File: src/rtl/lcl_ram.sv
// Generic simple dual-port RAM with one write port and one registered read port.
// No dependencies.
module lcl_ram #(
    parameter int WIDTH = 8,
    parameter int DEPTH = 16
) (
    input  logic                     i_clk,
    input  logic                     i_we,
    input  logic [$clog2(DEPTH)-1:0] i_waddr,
    input  logic [WIDTH-1:0]         i_wdata,
    input  logic [$clog2(DEPTH)-1:0] i_raddr,
    output logic [WIDTH-1:0]         o_rdata
);

    logic [WIDTH-1:0] r_mem [DEPTH];

    always_ff @(posedge i_clk) begin
        if (i_we) begin
            r_mem[i_waddr] <= i_wdata;
        end
        o_rdata <= r_mem[i_raddr];
    end

endmodule

File: config.mk
export PLATFORM = sky130hd
export DESIGN_NAME = lcl_ram
export DESIGN_NICKNAME = d
export VERILOG_FILES = /design/src/rtl/lcl_ram.sv
export SDC_FILE = /design/constraint.sdc
export NUM_CORES = 1
export LEC_CHECK = 0
export ABC_AREA = 0
export ABC_CLOCK_PERIOD_IN_PS = 1850
export BUFFER_PORTS_ARGS = -buffer_cell sky130_fd_sc_hd__buf_2
export CORE_MARGIN = 2
export CORE_UTILIZATION = 45
export CTS_CLUSTER_SIZE = 20
export DETAILED_ROUTE_END_ITERATION = 12
export GPL_TIMING_DRIVEN = 1
export HOLD_SLACK_MARGIN = 0.06
export PLACE_DENSITY = 0.7
export SLEW_MARGIN = 20
export SYNTH_ARGS = -nofsm -noshare
export SYNTH_HDL_FRONTEND = slang
export SYNTH_SLANG_ARGS = --single-unit
export TNS_END_PERCENT = 100
File: constraint.sdc
create_clock -name i_clk -period 1.85 [get_ports i_clk]
set_input_delay 0.0925 -clock i_clk [delete_from_list [all_inputs] [get_ports i_clk]]
set_output_delay 0.0925 -clock i_clk [all_outputs]
set_load 0.01 [all_outputs]
==> results.md, run 1 <==
- Outcome: complete, no violations
- Worst path bufs/invs: 0
- Port bufs: 25
- Vias post-DR: roughly 2400
- Clock transition at path regs: 0.06 ns
- Initial Utilization: a little under half
- Clock sink total: approximately 140
- Max Cap Viol: 0
- Setup crit start: r_mem[1][0]
- Num rows: 39
- Leak Pwr: 2.13 nW
- Setup Viol. Count Final: 0
- Crit path required time: 2.14 ns
- Antenna Nets Post-Route: 0
- Mapped cell area: between 0.005 and 0.006 mm^2
- HP Start: i_wdata[5]
- CP Launch Type: flip-flop
- Place WS: 0.330 ns
- Synth warn: 0
- Routed WL per cell: 21.0 um
- Final Hold Fails: 0
- Crit path largest cell delay: around 0.54 ns
- Crit Path Category: reg -> reg
- Syn nets: approximately 250
- First-pass GRT wire length: roughly 15000 um
- Reg-to-reg startpoint: r_mem[1][0]
- Worst Setup Slack, final: between 0.4 and 0.5 ns
- Unrepaired setup endpoints after global routing: no
- Synth cell types: 19
- Number of remaining DRC errors: 0
- Share of cells above drive strength 1: a little under a third
- Area Growth Syn to Fin: 20.8%
- Ports: 26
- Critical path cell sequence: mux4_1 -> a22oi_1 -> nand2_1
- Core area: around 0.011 mm^2
- Die area: 0.0123 mm^2
- DP Cell Count: ~400
- Worst-skew pair later-pin latency: about 0.41 ns
- CTS Buf Count: 17
- H-tree Lvls: 4
- Max FO, Critical Path: 1
- Fin crit share: 73.8%
- GRT Total Usage: 16.7%
- Antenna Cells: 0
- Final net count: a little over 300
- Minimum clock period: 1.36 ns
- Final Non-Filler Cells: roughly 440
- Top cells by area, synth: edfxtp_1, mux4_2, mux4_1, dfxtp_1, a22oi_1
- Worst Hold Class: in -> reg
- Cell taking the most area after synthesis: edfxtp_1
- Critical path's top delay family: multiplexers
- Top post-synthesis cells by count: edfxtp_1, mux4_2, a22oi_1
- WHS: ~0.08 ns
- Mapped Cells: about 230
- Placer congestion estimate: a little under 0.8
- Initial antenna violation count: 0
- PostCTS Resize Cnt: 0
- Dpl cell area: around 0.0056 mm^2
- Worst Hold Depth: 1
- Clk root buf: clkbuf_16
- Detailed placer's ending HPWL: around 6000 um
- Actual slew at the worst max-slew pin: between 0.5 and 0.6 ns
- Die H: between 100 and 150 um
- Critical Path Sink Type: flip-flop
- CTS Buffer Depth: 2
- Pwr dens: 1160 mW/mm^2
- Die W: between 100 and 150 um
- Final instance area: a little over 0.006 mm^2
- Fmax: between 700 and 800 MHz
- Mapped Avg Cell Area: 22.5 um^2
- Worst Path Arrival: around 1.7 ns
- Asr flop ratio synth: 0%
- Crit-path slowest cell: mux4_1
- Cell depth of the worst flop-to-flop path: 3
- Postcts setup bufs: 0
- Register area share after synthesis: between 70 and 80%
- Fill cells: 827
- VDD IR max: around 0.00067 V
- Max Slew Vio Count: 0
- Capture point of the worst reg-to-reg path: o_rdata[0]
- Most common cell in the synthesized netlist: edfxtp_1
- Synth Flop Type: edfxtp_1
- Synth top area share: between 70% and 80%
- Max Clock Skew: slightly below 0.008 ns
- R2r setup slk: slightly below 0.5 ns
- TNS Setup: 0 ns
- Rel. slew slack: 61.3%
- Final total power: a little over 7 mW
- Final core utilization: between 50% and 60%
- Vias in the first global route: 2556
- CTS tree: built
- Flops & latches, synth: roughly 140
- End of the worst hold path: r_mem[7][5]
- Drt pass-1 iters: 5
- Total gr overflow: 0
- Final WL: between 9000 and 10000 um
- Via density: between 5 and 6
- Largest net degree at the start of global routing: 33
- 1st-iter DRT viols: between 150 and 200
- Number of flops mapped to enable cells by yosys: roughly 130
## layout by cell type (no fill, tap or decap), types with 4 or more instances in the layout
| master | count |
|---|---|
| a22oi_1 | 16 |
| buf_2 | 25 |
| buf_4 | 17 |
| clkbuf_16 | 17 |
| dfxtp_1 | 8 |
| dlygate4sd3_1 | 5 |
| edfxtp_1 | 128 |
| mux4_1 | 14 |
| mux4_2 | 18 |
| nand2_1 | 9 |
| nor2_1 | 13 |
| nor3_1 | 4 |
## cell families (layout without fill, tap and decap cells)
kind of cell / count (synthesis) / count (layout) / synth area share, %
compound gates: 16 / 16 / 2.33
buf+inv: 10 / 82 / 1.68
flops: 136 / 136 / 77.8
mux: 32 / 32 / 15.0
simple gates: 35 / 35 / 3.18
## timing repair
action	CTS	global route
endpoints found under the setup margin	0	0
hold endpoints to repair	73	0
hold buffers	5	0
## area by class of cell
type,instances,area [um^2],share of cell area (%)
sequential,136,4000,64.4
multi-input combinational,83,1060,17.0
clock buffer,20,467,7.51
timing repair buffer,50,363,5.84
tap,143,179,2.88
clock inverter,12,149,2.39
## registers in the layout (all words and copies together) (netlist names)
name,count
r_mem,128
o_rdata,8
## report_power, final
| part | total [mW] | switching (mW) | internal [mW] | leakage, nW |
|---|---|---|---|---|
| clock | 3.41 | 1.20 | 2.22 | 0.295 |
| sequential | 3.47 | 0.0220 | 3.45 | 1.22 |
| combinational | 0.329 | 0.179 | 0.150 | 0.611 |
## metal layers
metal	track usage, %	part of all wire [%]	wire length, um	up-vias
met3	5.36	3.9	363	16
met1	20.8	43	3970	1228
met2	27.1	51	4780	61
met4	7.58	2.1	191	0
met5	0	0	0	-
li1	-	-	-	1089
## worst max path at each step
stage / end / slack, ns / cells after the start
finish: o_rdata[0] / 0.49 / 3
floorplan: r_mem[0][0] / 0.26 / 2
global route: o_rdata[0] / 0.42 / 3
detailed placement: o_rdata[4] / 0.33 / 5
CTS: o_rdata[0] / 0.49 / 3
global placement: o_rdata[4] / 0.30 / 5
(Power assumes the default switching activity.)
==> run 2: changes to the inputs <==
- ABC_CLOCK_PERIOD_IN_PS: 1850 -> 1180
- PLACE_DENSITY: 0.7 -> 0.72
- clock period: 1.85 -> 1.18 ns (I/O delays scaled with it)
==> results.md, run 2 (same netlist as run 1, synthesis figures left out) <==
- H-tree Lvls: 4
- TNS Setup: -0.662 ns
- GRT Total Usage: about 18%
- Drt pass-1 iters: 5
- Via density: ~5.4
- Most frequent cells in the layout: edfxtp_1, mux4_2, buf_4
- Multi-input logic area: approximately 0.0011 mm^2
- Commonest non-fill, non-tap cell in the layout: edfxtp_1
- Largest regs: r_mem (128), o_rdata (8)
- Crit-path slowest cell: mux4_2
- Clock transition at path regs: approximately 0.060 ns
- Crit path largest cell delay: roughly 0.49 ns
- Port bufs: 25
- Fin crit share: 111%
- Initial antenna violation count: 0
- Leak Pwr: 2.19 nW
- Max Slew Vio Count: 0
- Sw Share: between 20% and 30%
- Cell depth of the worst flop-to-flop path: 3
- Actual slew at the worst max-slew pin: 0.888 ns
- Die H: 111 um
- Setup Viol. Count Final: 8
- Dpl cell area: 0.00573 mm^2
- 1st-iter DRT viols: 237
- Fill cells: ~800
- Reg-to-reg startpoint: r_mem[0][3]
- First-pass GRT wire length: about 16000 um
- Placer congestion estimate: about 0.75
- Largest net degree at the start of global routing: 17
- Die W: ~110 um
- VDD IR max: 0.000931 V
- Max Clock Skew: around 0.0093 ns
- Outcome: complete, but fails checks
- Final net count: 323
- Crit Path Category: reg -> reg
- Largest reg by FF count: r_mem
- Worst Setup Slack, final: -0.131 ns
- Violated checks: setup timing
- Num rows: 39
- Antenna Nets Post-Route: 0
- Max Cap Viol: 0
- Crit path required time: approximately 1.5 ns
- Vias in the first global route: approximately 2700
- HP Start: i_waddr[1]
- Worst-skew pair later-pin latency: 0.41 ns
- Worst Hold Depth: 3
- CTS Buf Count: 17
- Total gr overflow: 0
- Critical path's top delay family: multiplexers
- Rel. slew slack: approximately two fifths
- Sequential share of power: 48.0%
- Final WL: between 10000 and 15000 um
- Logic pwr share: between 5 and 6%
- Worst Hold Class: in -> reg
- Worst Path Arrival: 1.60 ns
- Clock Power Share: ~47%
- Clk root buf: clkbuf_16
- Register area: about 0.0040 mm^2
- Critical Path Sink Type: flip-flop
- Vias post-DR: around 2500
- Minimum clock period: ~1.3 ns
- Antenna Cells: 0
- Critical path cell sequence: mux4_2 -> a22oi_2 -> nand2_1
- CTS Buffer Depth: 2
- R2r setup slk: -0.13 ns
- Initial Utilization: between 40 and 50%
- Area Growth Syn to Fin: 24.6%
- Share of cells above drive strength 1: between 40 and 50%
- Capture point of the worst reg-to-reg path: o_rdata[3]
- Ports: 26
- Final instance area: roughly 0.0064 mm^2
- Number of remaining DRC errors: 0
- CP Launch Type: flip-flop
- Clock sink total: 136
- Die area: approximately 0.012 mm^2
- P_int: 8.92 mW
- Max reg flops: ~130
- Psw: 2.40 mW
- End of the worst hold path: r_mem[0][6]
- Final Hold Fails: 0
- Final core utilization: ~57%
- CTS tree: built
- Routed WL per cell: between 20 and 25 um
- Max FO, Critical Path: 1
- Detailed placer's ending HPWL: roughly 6500 um
- Pwr dens: ~1800 mW/mm^2
- Unrepaired setup endpoints after global routing: yes
- Fmax: ~760 MHz
- Worst path bufs/invs: 0
- Core area: ~0.011 mm^2
- Postcts setup bufs: 0
run 2: cell types whose count changed in the layout (fill, tap and decap cells not counted), sizes merged:
cell,previous run,this run
clkinvlp,3,2
buf,45,59
inv,0,9
clkinv,6,0
dlygate4sd3,5,8
bufinv,3,2
clkbuf,20,19
run 2: worst min-delay path, stage by stage:
cell	delay (ns)
buf_2	0.18
nor3_4	0.06
buf_12	0.14
run 2: area by class of cell:
type / count / area share, %
multi-input cells: 83 / 17.1
repair buffers: 67 / 8.35
well taps: 143 / 2.79
clock buffers: 19 / 6.91
flip-flops and latches: 136 / 62.4
clock inverters: 13 / 2.44
run 2: worst max-delay path by stage:
| stage | start | to | slack (ns) | cells past startpoint |
|---|---|---|---|---|
| 5_1_grt | r_mem[0][3] | o_rdata[3] | -0.17 | 3 |
| 6_report | r_mem[0][3] | o_rdata[3] | -0.13 | 3 |
| 3_3_place_gp | i_raddr[0] | o_rdata[0] | -0.31 | 5 |
| 2_1_floorplan | i_raddr[0] | o_rdata[1] | -0.02 | 5 |
| 3_5_place_dp | i_raddr[0] | o_rdata[1] | -0.34 | 5 |
| 4_1_cts | r_mem[6][0] | o_rdata[0] | -0.11 | 3 |
run 2: layer usage:
| metal | GRT usage, % | share of wire, % |
|---|---|---|
| met5 | 0 | 0 |
| met4 | 5.08 | 0.73 |
| met3 | 5.52 | 6.1 |
| met2 | 27.3 | 50 |
| met1 | 24.8 | 43 |
run 2: what timing repair did:
item	CTS	global route
pin swaps	8	1
gates resized for setup	18	1
hold buffers	8	0
endpoints found under the hold margin	128	0
endpoints found under the setup margin	8	8
run 2: power by group through the flow:
| stage | logic, mW | registers [mW] | clock network (mW) |
|---|---|---|---|
| final | 0.607 | 5.44 | 5.28 |
| after global routing | 0.655 | 5.45 | 5.60 |
| after CTS | 0.613 | 5.44 | 5.36 |
| after detailed placement | 0.559 | 5.54 | 0 |
| after global placement | 0.544 | 5.53 | 0 |
| after floorplan | 0.283 | 5.54 | 0 |
run 2: metrics by stage:
stage	hold slack, ns	worst slack, ns	instances	power [mW]
after floorplan	0.158	-0.0155	229	5.82
after global placement	0.443	-0.311	421	6.08
final	0.205	-0.131	461	11.3
after detailed placement	0.461	-0.340	421	6.10
after global routing	0.198	-0.167	461	11.7
after CTS	0.190	-0.111	461	11.4
